`src/sv/dlr_pkg.sv`:
```
// Package for the dense label remapper: defaults, output layout and the
// control word that walks down the cell chain. No dependencies.
package dlr_pkg;

    // Default sizes of the two label tables and of the raw label.
    localparam int DEF_TABLE_DEPTH = 256;
    localparam int DEF_LABEL_WIDTH = 32;

    // Result word layout: id, first-seen flag, full flag and count.
    localparam int ID_OUT_W   = 9;
    localparam int OUT_USED_W = 2 * ID_OUT_W + 2;
    localparam int OUT_DATA_W = ((OUT_USED_W + 7) / 8) * 8;

    // Table selector values carried on s_tuser.
    localparam logic FUNC_VERTEX = 1'b0;
    localparam logic FUNC_EDGE   = 1'b1;

    // Control bits that travel with a label from cell to cell.
    typedef struct packed {
        logic valid;   // a label occupies this slot of the chain
        logic func;    // table selector
        logic absent;  // the label is the absent marker
        logic done;    // matched or inserted in an earlier cell
        logic first;   // inserted in an earlier cell
    } dlr_ctl_t;

endpackage

```
`src/sv/dlr_out.sv`:
```
// Result stage of the remapper: table counts, flags and the output register.
// Depends on dlr_pkg for the control word and the result layout.
module dlr_out #(
    parameter int TABLE_DEPTH = 256,
    parameter int ID_W        = 8
) (
    input  logic                          aclk,
    input  logic                          aresetn,
    input  dlr_pkg::dlr_ctl_t             ctl_i,
    input  logic [ID_W-1:0]               id_i,
    output logic                          en,
    output logic                          m_tvalid,
    input  logic                          m_tready,
    output logic [dlr_pkg::OUT_DATA_W-1:0] m_tdata
);
    import dlr_pkg::*;

    localparam int CNT_W = $clog2(TABLE_DEPTH + 1);

    logic [CNT_W-1:0]           cnt_v_reg, cnt_v_next, cnt_e_reg, cnt_e_next;
    logic [CNT_W-1:0]           cnt_sel, cnt_new;
    logic [ID_W+ID_OUT_W-1:0]   id_ext;
    logic [CNT_W+ID_OUT_W-1:0]  cnt_ext;
    logic [ID_OUT_W-1:0]        mapped, labels;
    logic                       active, full;
    logic                       m_valid_reg;
    logic [OUT_DATA_W-1:0]      m_data_reg, m_data_next;

    // The whole chain moves whenever the output register can take a word.
    assign en = !m_valid_reg || m_tready;

    // Count after this item, id or -1, and the overflow flag.
    always_comb begin
        cnt_sel    = (ctl_i.func == FUNC_EDGE) ? cnt_e_reg : cnt_v_reg;
        cnt_new    = cnt_sel + CNT_W'(ctl_i.first);
        cnt_v_next = cnt_v_reg;
        cnt_e_next = cnt_e_reg;
        if (ctl_i.valid && ctl_i.func == FUNC_VERTEX) begin
            cnt_v_next = cnt_new;
        end
        if (ctl_i.valid && ctl_i.func == FUNC_EDGE) begin
            cnt_e_next = cnt_new;
        end
        active  = ctl_i.valid && !ctl_i.absent;
        full    = active && !ctl_i.done;
        id_ext  = {{ID_OUT_W{1'b0}}, id_i};
        cnt_ext = {{ID_OUT_W{1'b0}}, cnt_new};
        labels  = cnt_ext[ID_OUT_W-1:0];
        mapped  = (active && ctl_i.done) ? id_ext[ID_OUT_W-1:0] : '1;
        m_data_next = {(OUT_DATA_W - OUT_USED_W)'(0), labels, full, ctl_i.first, mapped};
    end

    // Counts and output valid.
    always_ff @(posedge aclk) begin
        if (!aresetn) begin
            cnt_v_reg   <= '0;
            cnt_e_reg   <= '0;
            m_valid_reg <= 1'b0;
        end else if (en) begin
            cnt_v_reg   <= cnt_v_next;
            cnt_e_reg   <= cnt_e_next;
            m_valid_reg <= ctl_i.valid;
        end
    end

    // Output word.
    always_ff @(posedge aclk) begin
        if (en) begin
            m_data_reg <= m_data_next;
        end
    end

    assign m_tvalid = m_valid_reg;
    assign m_tdata  = m_data_reg;

endmodule
```
`config.mk`:
```
export PLATFORM = sky130hd
export DESIGN_NAME = dlr_out
export DESIGN_NICKNAME = d
export VERILOG_FILES = /design/src/sv/dlr_pkg.sv /design/src/sv/dlr_out.sv
export SDC_FILE = /design/constraint.sdc
export NUM_CORES = 1
export LEC_CHECK = 0
export BUFFER_PORTS_ARGS = -buffer_cell sky130_fd_sc_hd__buf_2
export CORE_UTILIZATION = 53
export CTS_CLUSTER_DIAMETER = 120
export CTS_CLUSTER_SIZE = 8
export DETAILED_ROUTE_END_ITERATION = 8
export PLACE_DENSITY = 0.79
export SYNTH_ARGS = -nofsm -noshare
export SYNTH_HDL_FRONTEND = slang
export SYNTH_SLANG_ARGS = --single-unit
export TNS_END_PERCENT = 50
```
`constraint.sdc`:
```
create_clock -name aclk -period 3.04 [get_ports aclk]
set_input_delay 0.608 -clock aclk [delete_from_list [all_inputs] [get_ports aclk]]
set_output_delay 0.608 -clock aclk [all_outputs]
set_load 0.02 [all_outputs]
```
==> qor.yml <==
ys_seq_area_share_pct: 53.9
holdPathStages: 1
avgSynthCellArea_um2: 11.2
slowest_delay_ps: 520
timing.fmax_mhz: 453
ys_ff_latch: 39
fin_worst_skew_ps: 7.54
viasPerCell: 5.43
postRouteAntennaNets: 0
num_vias: 1337
cap_viol_max_count: 0
numClockSinks: 39
drv_slew: 0
p_int_uw: 768
fillers: 259
grt_pass1_wl_um: 5580
drtIter0Drc: 46
yosysTopAreaCellShare_pct: 33.0
dieWidth_um: 60.6
post_cts_buffers: 0
core_mm2: 0.00315
cts_tree: "built"
seqPwrFrac_pct: 57.2
ys_warn_count: 0
total_power_uw: 997
port_buffers: 37
path_buf_inv: 1
largest_register_ffs: 20
io_pins: 42
cts_hold_buf: 0
grt_max_degree: 22
routed_wl_um: 3350
critPathKind: "in -> reg"
rsz0062_at_grt: "no"
drive_gt1_share_pct: 30.7
synth_area_leader_cell: "edfxtp_1"
grt_pass1_vias: 1324
setup_viol: 0
status: "complete, no violations"
cp_top_family: "simple AND/OR/NAND/NOR gates"
worstSetupStartpointType: "primary input"
cts_buffer_depth: 2
path_max_fanout: 21
clockRootBuffer: "clkbuf_4"
cts-resized-gates: 0
cts.clk_slew.worst_paths_ps: 110
h-tree-depth: 2
synth.area.top_cells: "edfxtp_1 33%, dfxtp_1 21%, mux2i_1 8.3%"
die_h_um: 60.6
p_per_area_mw_per_mm2: 476
synth_cell_types: 35
areaGrowthSynthToFinish_pct: 15.2
seqCellArea_um2: 981
overflow: 0
fin_setup_tns_ps: 0
multiInputGateArea_um2: 778
p_clk_share_pct: 34.3
switching_power_uw: 229
combPwrFrac_pct: 8.5
dr.pass1.iters: 4
syn_area_mm2: 0.00182
wl_per_cell_um: 13.6
slew_headroom_pct: 43.4
nets: 219
row_count: 20
min_path_type: "in -> reg"
crit_chain: "buf_2, mux2_2, ha_1, ha_1, o21ai_2, or4_1, a21oi_1"
critPathArrivalTime_ps: 2490
min_period_ps: 2210
final_common_cell: "buf_2"
dieArea_mm2: 0.00367
critPathCaptureType: "flop"
cp.depth: 7
syn_inst: 163
antenna_found_initial: 0
dp.final_hpwl_um: 2480
fin_crit_sh_pct: 72.6
cp.required_ps: 3320
drc_errors: 0
clk_latency_ps: 350
place_congestion: 0.807
grt_usage_pct: 21.3
start_util_pct: 57.7
max_slew.worst_pin.slew_ps: 844
swShare_pct: 23.0
n_antenna_cell: 0
hold_viol: 0
peakVddDrop_v: 0.000300
p_leak_uw: 0.000836
numCtsBuffers: 5
path_common_cell: "ha_1"
critPathSlowestCell: "or4_1"
final_cell_mix: "37 x buf_2, 20 x edfxtp_1, 19 x dfxtp_1"
rr_worst_depth: 4
synth_stat cells:
library cell,n
xor2_1,5
o21ai_2,1
dfxtp_1,19
or2_2,8
nand3b_1,2
nand2b_1,5
ha_1,2
a21oi_1,9
and2b_1,1
o21ai_0,6
mux2i_1,15
nand3_1,4
buf_2,3
and3b_1,2
or3_1,4
inv_1,2
or4_1,4
buf_6,1
clkbuf_1,2
nor4_1,4
nor2_2,1
o31ai_1,4
and3b_2,1
o21ai_1,1
nor2_1,7
xnor2_1,4
edfxtp_1,20
and3_2,1
nor3_1,3
nand4b_1,1
nand2_1,10
and3_1,2
buf_4,4
mux2_2,4
conb_1,1
final timing paths:
kind                                     end    startpoint  slack, ps
worst max register to register  cnt_e_reg[5]      m_tvalid       1120
worst min-delay path              m_tdata[9]      ctl_i[0]        440
worst max-delay path            cnt_e_reg[6]      ctl_i[3]        830
worst min register to register  cnt_v_reg[8]  cnt_v_reg[8]        490
metal layers:
metal,wire [um],share of wire (%),track usage [%],vias to the layer above
met5,0,0,0,-
met4,76,2.3,11.7,0
met3,161,4.8,6.40,11
met2,1670,50,37.4,48
met1,1450,43,22.8,620
li1,-,-,-,658
kinds of logic (layout without fill, tap and decap cells):
family / count (synthesis) / in the layout / synth area share (%)
buf+inv: 12 / 48 / 3.92
fa+ha+maj: 2 / 2 / 1.38
other cells: 1 / 4 / 0.206
mux: 19 / 19 / 10.7
compound gates: 21 / 21 / 6.53
flops: 39 / 39 / 53.9
xor+xnor: 9 / 9 / 4.33
simple gates: 60 / 60 / 19.0
cell type report:
| type | count | share of cell area [%] |
|---|---|---|
| Multi-Input combinational cell | 115 | 37.1 |
| Tap cell | 44 | 2.63 |
| Sequential cell | 39 | 46.8 |
| Timing Repair Buffer | 38 | 9.19 |
| Inverter | 2 | 0.358 |
| Clock inverter | 3 | 2.09 |
| Clock buffer | 5 | 1.79 |
through the flow:
stage	setup slack (ps)	util, %	hold WS [ps]	instances	cell area, um2
2_1_floorplan	664	-	442	166	1830
3_3_place_gp	541	63.9	455	238	2010
3_5_place_dp	494	63.9	473	238	2010
4_1_cts	863	66.5	433	246	2100
5_1_grt	619	66.5	429	246	2100
6_report	834	66.5	442	246	2100
power groups by stage:
| stage | combinational (uW) | clock, uW | sequential (uW) |
|---|---|---|---|
| 2_1_floorplan | 41.4 | 0 | 601 |
| 3_3_place_gp | 83.0 | 0 | 582 |
| 3_5_place_dp | 84.6 | 0 | 583 |
| 4_1_cts | 84.8 | 351 | 571 |
| 5_1_grt | 91.6 | 369 | 573 |
| 6_report | 84.5 | 342 | 571 |
Power figures use the tool's default switching activity.
