--- src/sv/dlr_pkg.sv ---
// Package for the dense label remapper: defaults, output layout and the
// control word that walks down the cell chain. No dependencies.
package dlr_pkg;

    // Default sizes of the two label tables and of the raw label.
    localparam int DEF_TABLE_DEPTH = 256;
    localparam int DEF_LABEL_WIDTH = 32;

    // Result word layout: id, first-seen flag, full flag and count.
    localparam int ID_OUT_W   = 9;
    localparam int OUT_USED_W = 2 * ID_OUT_W + 2;
    localparam int OUT_DATA_W = ((OUT_USED_W + 7) / 8) * 8;

    // Table selector values carried on s_tuser.
    localparam logic FUNC_VERTEX = 1'b0;
    localparam logic FUNC_EDGE   = 1'b1;

    // Control bits that travel with a label from cell to cell.
    typedef struct packed {
        logic valid;   // a label occupies this slot of the chain
        logic func;    // table selector
        logic absent;  // the label is the absent marker
        logic done;    // matched or inserted in an earlier cell
        logic first;   // inserted in an earlier cell
    } dlr_ctl_t;

endpackage

--- src/sv/dlr_cell.sv ---
// One cell of the remapper chain: holds one vertex key and one edge key.
// Depends on dlr_pkg for the control word.
module dlr_cell #(
    parameter int LABEL_WIDTH = 32,
    parameter int ID_W        = 8,
    parameter int CELL_IDX    = 0
) (
    input  logic                  aclk,
    input  logic                  aresetn,
    input  logic                  en,
    input  dlr_pkg::dlr_ctl_t     ctl_i,
    input  logic [LABEL_WIDTH-1:0] key_i,
    input  logic [ID_W-1:0]       id_i,
    output dlr_pkg::dlr_ctl_t     ctl_o,
    output logic [LABEL_WIDTH-1:0] key_o,
    output logic [ID_W-1:0]       id_o
);
    import dlr_pkg::*;

    localparam logic [ID_W-1:0] MY_ID = ID_W'(CELL_IDX);

    dlr_ctl_t               ctl_reg, ctl_next;
    logic [LABEL_WIDTH-1:0] key_v_reg, key_e_reg, key_o_reg;
    logic [ID_W-1:0]        id_o_reg, id_next;
    logic                   occ_v_reg, occ_e_reg;
    logic                   sel_occ, active, match, insert;
    logic [LABEL_WIDTH-1:0] sel_key;

    // Compare against the selected table's key, or claim the empty slot.
    always_comb begin
        sel_occ = (ctl_i.func == FUNC_EDGE) ? occ_e_reg : occ_v_reg;
        sel_key = (ctl_i.func == FUNC_EDGE) ? key_e_reg : key_v_reg;
        active  = ctl_i.valid && !ctl_i.absent && !ctl_i.done;
        match   = active && sel_occ && (sel_key == key_i);
        insert  = active && !sel_occ;
        ctl_next = ctl_i;
        id_next  = id_i;
        if (match || insert) begin
            ctl_next.done = 1'b1;
            id_next       = MY_ID;
        end
        if (insert) begin
            ctl_next.first = 1'b1;
        end
    end

    // Control and occupancy.
    always_ff @(posedge aclk) begin
        if (!aresetn) begin
            ctl_reg   <= '0;
            occ_v_reg <= 1'b0;
            occ_e_reg <= 1'b0;
        end else if (en) begin
            ctl_reg <= ctl_next;
            if (insert && ctl_i.func == FUNC_VERTEX) begin
                occ_v_reg <= 1'b1;
            end
            if (insert && ctl_i.func == FUNC_EDGE) begin
                occ_e_reg <= 1'b1;
            end
        end
    end

    // Stored keys and the payload handed to the next cell.
    always_ff @(posedge aclk) begin
        if (en) begin
            key_o_reg <= key_i;
            id_o_reg  <= id_next;
            if (insert && ctl_i.func == FUNC_VERTEX) begin
                key_v_reg <= key_i;
            end
            if (insert && ctl_i.func == FUNC_EDGE) begin
                key_e_reg <= key_i;
            end
        end
    end

    assign ctl_o = ctl_reg;
    assign key_o = key_o_reg;
    assign id_o  = id_o_reg;

endmodule

--- config.mk ---
export PLATFORM = sky130hd
export DESIGN_NAME = dlr_cell
export DESIGN_NICKNAME = d
export VERILOG_FILES = /design/src/sv/dlr_pkg.sv /design/src/sv/dlr_cell.sv
export SDC_FILE = /design/constraint.sdc
export NUM_CORES = 1
export LEC_CHECK = 0
export ABC_CLOCK_PERIOD_IN_PS = 4200
export BUFFER_PORTS_ARGS = -buffer_cell sky130_fd_sc_hd__buf_2
export CAP_MARGIN = 15
export CORE_MARGIN = 3
export CORE_UTILIZATION = 30
export DETAILED_ROUTE_END_ITERATION = 16
export PLACE_DENSITY = 0.58
export SLEW_MARGIN = 20
export SYNTH_ARGS = -nofsm -noshare
export SYNTH_HDL_FRONTEND = slang
export SYNTH_SLANG_ARGS = --single-unit
--- constraint.sdc ---
create_clock -name aclk -period 4.2 [get_ports aclk]
set_clock_uncertainty 0.15 [all_clocks]
set_input_delay 0.42 -clock aclk [delete_from_list [all_inputs] [get_ports aclk]]
set_output_delay 0.42 -clock aclk [all_outputs]
set_load 0.02 [all_outputs]
==> results of run 1 <==
==> routing by layer <==
layer,routed length (um),GRT usage,up-vias
li1,-,-,1055
met1,3315,0.1270,1029
met2,3669,0.1713,65
met3,552,0.04178,9
met4,94,0.04107,2
met5,7,0,-
==> cell type report <==
class                   instances  area, um^2
well taps                     176       220.2
multi-input cells             103       865.8
flip-flops and latches        111        3263
repair buffers                 97       498.0
clock inverters                 7       56.30
inverters                       8       30.03
fillers                      1295        8294
clock buffers                   9       225.2
==> path summary, 6_finish.rpt <==
path	cells after the start	to	slack [ns]	startpoint
worst max-delay path	8	id_o[5]	1.49	ctl_i[3]
worst min-delay path	1	key_e_reg[12]	0.14	key_i[12]
worst max register to register	6	id_o[5]	1.94	key_e_reg[17]
worst min register to register	1	occ_v_reg	0.32	occ_v_reg
==> worst max-delay path, cell delays in order <==
cell	delay [ns]
buf_2	0.59
buf_4	0.28
mux2i_1	0.22
xnor2_1	0.08
nor4_1	0.36
nand4_1	0.20
o31ai_4	0.41
nor2_1	0.08
==> where the power goes <==
group / switching, W / total [W] / internal [W]
clock: 0.000392 / 0.000799 / 0.000407
sequential: 0.00000987 / 0.00126 / 0.00125
combinational: 0.000122 / 0.000196 / 0.0000749
total: 0.000523 / 0.00226 / 0.00174
==> per-stage QoR <==
stage | worst slack [ns] | area (um^2)
3_3_place_gp | 1.140 | 4877
2_1_floorplan | 1.078 | 4194
6_report | 1.489 | 5159
5_1_grt | 1.253 | 5159
3_5_place_dp | 1.042 | 4877
4_1_cts | 1.417 | 5159
==> kinds of logic (layout without fill, tap and decap cells) <==
kind of cell           after synthesis  in the layout  synth area share
XOR/XNOR                            32             32           0.06691
AND/OR/NAND/NOR                     28             28           0.03494
multiplexers                        35             35           0.08363
buffers and inverters               13            121           0.01882
AO/OA/AOI/OAI                        8              8           0.01672
flip-flops                         111            111            0.7790
==> cell usage after synthesis, drive strengths merged <==
| cell | number | share of area |
|---|---|---|
| mux2i | 35 | 0.084 |
| o21ai | 1 | 0.0012 |
| nor2b | 2 | 0.0030 |
| dfxtp | 7 | 0.033 |
| nand2 | 2 | 0.0018 |
| buf | 4 | 0.011 |
| nand2b | 2 | 0.0030 |
| xor2 | 1 | 0.0021 |
| inv | 8 | 0.0072 |
| a21boi | 1 | 0.0018 |
| clkbuf | 1 | 0.00090 |
| nand3 | 2 | 0.0024 |
| o221a | 1 | 0.0027 |
| edfxtp | 104 | 0.75 |
| o31ai | 1 | 0.0051 |
| nor3b | 2 | 0.0036 |
| xnor2 | 31 | 0.065 |
| nand4 | 1 | 0.0015 |
| a21oi | 2 | 0.0024 |
| nor2 | 9 | 0.0081 |
| nor3 | 1 | 0.0012 |
| nor4 | 7 | 0.010 |
| o21a | 2 | 0.0036 |
==> summary.txt, run 1 <==
Final Non-Filler Cells: 511
power per cell area: 438.0 nW/um^2
number of diodes: 0
Crit Path Class: in -> reg
post-CTS setup buffer count: 0
critical path fanouts, max: 25
GR Util All Layers: 0.1058
Root Driver: clkbuf_16
detailed router's first-iteration violation count: 108
placed cells: 495
Core Area: 13450 um^2
cts hold-fix bufs: 0
Hold Crit Class: in -> reg
fin crit share: 0.6455
Final GP Congestion: 0.7342
CTS tree: yes
vias in the first global route: 2146
Area growth, synth to finish: 23.15%
Period minus WS final: 2.711 ns
IO Port Bufs: 92
Max-cap violations: 0
unique cell type count in the Yosys netlist: 25
first-pass GRT wire length: 11.73 mm
most frequent cells in the layout: 104 x edfxtp_1, 92 x buf_2, 35 x mux2i_1
Yosys reg bits: 111
commonest non-fill, non-tap cell in the layout: edfxtp_1
post-synthesis cell area: 4189 um^2
layout cells sized above 1: 0.3463
crit start category: primary input
DP HPWL: 5.184 mm
Fin. Hold Viols: 0
synth warn: 0
Layout Utilization: 0.3835
clock buffer depth: 2
# DRC: 0
Setup Viol. Count Final: 0
critical path endpoint category: register
initial antenna violation count: 1
Slew @ Worst Pin: 1.016 ns
via count: 2160
Arr. time, crit path: 2.65 ns
initial cell density of the core: 0.3114
hold slack: 0.1443 ns
total power: 0.002260 W
Cells after Synth: 227
unrepaired setup endpoints after global routing: false
I/O pins: 93
total gr overflow: 0
largest net degree at the start of global routing: 34
full die area: 15420 um^2
Die H: 124.2 um
clock latency on the worst-skew pair: 0.35 ns
Die X: 124.2 um
Leakage: 1.916 nW
status: complete, no violations
H-tree levels: 3
Clock Sink Count: 111
post-synthesis sequential area ratio: 0.7790
post-route ant nets: 0
first-pass detailed-route iteration total: 5
Num CTS Buffers: 9
final net count: 378
syn avg cell area: 18.45 um^2
row count: 42
PostCTS Resize Cnt: 0
wire per inst: 14.95 um
Slew HR: 0.3208
max-slew violation count: 0
clk slew on worst S/H paths: 0.07 ns
Syn Nets: 275
routed vias/inst: 4.227
Max Clk Rate: 0.3689 GHz
final WL: 7.639 mm
VDD IR-drop max: 0.0002713 V
Worst Path Required: 4.14 ns
Sum Neg Setup Slack: 0 ns
(Power assumes the default switching activity.)
==> inputs of run 2 (changes only) <==
--- a/config.mk
+++ b/config.mk
@@ -5,7 +5,7 @@
 export SDC_FILE = /design/constraint.sdc
 export NUM_CORES = 1
 export LEC_CHECK = 0
-export ABC_CLOCK_PERIOD_IN_PS = 4200
+export ABC_CLOCK_PERIOD_IN_PS = 2400
 export BUFFER_PORTS_ARGS = -buffer_cell sky130_fd_sc_hd__buf_2
 export CAP_MARGIN = 15
 export CORE_MARGIN = 3
==> constraint.sdc (replaced) <==
create_clock -name aclk -period 2.4 [get_ports aclk]
set_clock_uncertainty 0.15 [all_clocks]
set_input_delay 0.24 -clock aclk [delete_from_list [all_inputs] [get_ports aclk]]
set_output_delay 0.24 -clock aclk [all_outputs]
set_load 0.02 [all_outputs]
==> run 2 against run 1 <==
Final cell count rose by 7.6%. Cell area rose by 7.4%. Hold slack got worse by 0.12 ns. Wire length rose by 2.0%. Clock power rose by 65%. Total power rose by 74%. Via count rose by 9.1%.
==> summary.txt, run 2 (synthesized netlist as in run 1, its figures left out) <==
Slew @ Worst Pin: 0.5843 ns (was 1.016 ns)
H-tree levels: 3 (unchanged)
unrepaired setup endpoints after global routing: false (unchanged)
number of diodes: 0 (unchanged)
detailed router's first-iteration violation count: 54 (was 108)
power per cell area: 707.8 nW/um^2 (was 438.0 nW/um^2)
initial antenna violation count: 0 (was 1)
multi-input logic area: 872.1 um^2 (was 865.8 um^2)
fin crit share: 0.9110
metal1 wirelength: 3.496 mm (was 3.315 mm)
# DRC: 0 (unchanged)
routed vias/inst: 4.284 (was 4.227)
internal power: 0.003062 W (was 0.001737 W)
vias in the first global route: 2389 (was 2146)
Net Switching: 0.0008604 W (was 0.0005229 W)
Fin. Hold Viols: 0 (unchanged)
crit-path most repeated cell: buf_4
Setup Viol. Count Final: 0 (unchanged)
clk slew on worst S/H paths: 0.07 ns (about the same)
commonest non-fill, non-tap cell in the layout: edfxtp_1 (unchanged)
met2 WL: 3.643 mm (was 3.669 mm)
critical path endpoint category: register (unchanged)
sequential group share of total power: 0.564 (was 0.560)
Hold Crit Class: in -> reg (unchanged)
row count: 42 (unchanged)
Max Clk Rate: 0.4574 GHz
post-CTS setup buffer count: 0 (unchanged)
first-pass detailed-route iteration total: 4 (was 5)
slowest stage delay, CP: 0.37 ns (was 0.59 ns)
layout cells sized above 1: 0.3209 (was 0.3463)
most frequent cells in the layout: 104 x edfxtp_1, 92 x buf_2, 34 x mux2i_1 (was 104 x edfxtp_1, 92 x buf_2, 35 x mux2i_1)
Period minus WS final: 2.186 ns
Root Driver: clkbuf_16 (unchanged)
Clk network pwr share: 0.336 (was 0.354)
max-slew violation count: 0 (unchanged)
IO Port Bufs: 92 (unchanged)
Leakage: 2.089 nW (was 1.916 nW)
DP HPWL: 5.283 mm (was 5.184 mm)
Die H: 124.2 um (unchanged)
cell area after layout: 5542 um^2 (was 5159 um^2)
critical-path cell list: buf_2 -> buf_4 -> buf_4 -> mux2i_1 -> xnor2_1 -> nor4_1 -> nand3_1 -> o31ai_4 -> buf_4 -> nor2_1 (was buf_2 -> buf_4 -> mux2i_1 -> xnor2_1 -> nor4_1 -> nand4_1 -> o31ai_4 -> nor2_1)
clock buffer depth: 2 (unchanged)
Worst Path Required: 2.34 ns (was 4.14 ns)
Arr. time, crit path: 2.13 ns (was 2.65 ns)
Place WS: -0.1593 ns (was 1.042 ns)
Area growth, synth to finish: 32.29% (was 23.15%)
CTS tree: yes (unchanged)
Register Area: 3263 um^2 (unchanged)
# fillers: 1286 (was 1295)
Die X: 124.2 um (unchanged)
Core Area: 13450 um^2 (unchanged)
Num CTS Buffers: 9 (unchanged)
clock latency on the worst-skew pair: 0.34 ns (was 0.35 ns)
via count: 2356 (was 2160)
first-pass GRT wire length: 12.27 mm (was 11.73 mm)
DP Area: 4954 um^2 (was 4877 um^2)
largest net degree at the start of global routing: 46 (was 34)
GR Util All Layers: 0.1071 (was 0.1058)
post-route setup slack: 0.2136 ns (was 1.489 ns)
VDD IR-drop max: 0.0002740 V (was 0.0002713 V)
Crit Path Class: in -> reg (unchanged)
initial cell density of the core: 0.3114 (unchanged)
total power: 0.003922 W (was 0.002260 W)
crit start category: primary input (unchanged)
wire per inst: 14.16 um (was 14.95 um)
Clock Sink Count: 111 (unchanged)
DR WL met3: 514 um (was 552 um)
full die area: 15420 um^2 (unchanged)
Top Metal Used: met4 (was met5)
final WL: 7.788 mm (was 7.639 mm)
total gr overflow: 0 (unchanged)
Sw Share: 0.2194 (was 0.2314)
Slew HR: 0.6105 (was 0.3208)
Final GP Congestion: 0.6595 (was 0.7342)
critical path's slowest cell: nor4_1 (was buf_2)
critical path fanouts, max: 9 (was 25)
Comb pwr share: 0.100 (was 0.087)
final net count: 417 (was 378)
Max-cap violations: 0 (unchanged)
I/O pins: 93 (unchanged)
status: complete, no violations (unchanged)
post-route ant nets: 0 (unchanged)
run 2: cell count changes in the layout (fill, tap and decap cells not counted), moves of 2 or more:
cell,before,now
buf_12,0,2
buf_4,5,9
clkbuf_1,0,2
clkinv_1,0,2
clkinv_2,0,2
clkinvlp_4,4,1
dlygate4sd3_1,0,33
inv_6,2,0
run 2: worst max-delay path, delay by kind of cell:
family / cells / cell delay, ns
AO/OA/AOI/OAI: 1 / 0.25
AND/OR/NAND/NOR: 3 / 0.62
buffers and inverters: 4 / 0.71
XOR/XNOR: 1 / 0.08
multiplexers: 1 / 0.22
run 2: metal layers:
metal  up-vias  track usage
met4         0      0.04312
met2        69       0.1720
met1      1140       0.1364
met5         -            0
li1       1136            -
met3        11      0.03088
run 2: final cells by class:
cell class / count / area share
well taps: 176 / 0.03974
repair buffers: 136 / 0.1621
flip-flops and latches: 111 / 0.5888
clock buffers: 11 / 0.04200
clock inverters: 5 / 0.004516
multi-input cells: 103 / 0.1574
inverters: 8 / 0.005419
run 2: power groups by stage:
stage	Sequential [W]	Combinational [W]	Clock [W]
finish	0.00221	0.000393	0.00132
global route	0.00222	0.000430	0.00145
CTS	0.00221	0.000401	0.00138
detailed placement	0.00226	0.000359	0
global placement	0.00226	0.000354	0
floorplan	0.00234	0.000115	0
run 2: final timing paths:
path | depth (start not counted) | to | startpoint | slack (ns)
max | 10 | id_o[6] | ctl_i[3] | 0.21
min | 3 | ctl_o[4] | ctl_i[4] | 0.02
max reg2reg | 7 | id_o[6] | key_e_reg[11] | 0.31
min reg2reg | 2 | ctl_o[3] | ctl_o[3] | 0.33
run 2: through the flow:
stage          setup TNS, ns    util  hold slack (ns)  instances
2_1_floorplan              0       -           0.1889        227
3_3_place_gp          -1.566  0.3682           0.3169        501
3_5_place_dp          -1.357  0.3682           0.3252        501
4_1_cts                    0  0.4119         0.004928        550
5_1_grt                    0  0.4119          0.04121        550
6_report                   0  0.4119          0.02101        550
run 2: repair_timing:
item,CTS,global route
hold endpoints to repair,96,0
hold buffers,33,0
resized for setup,0,0
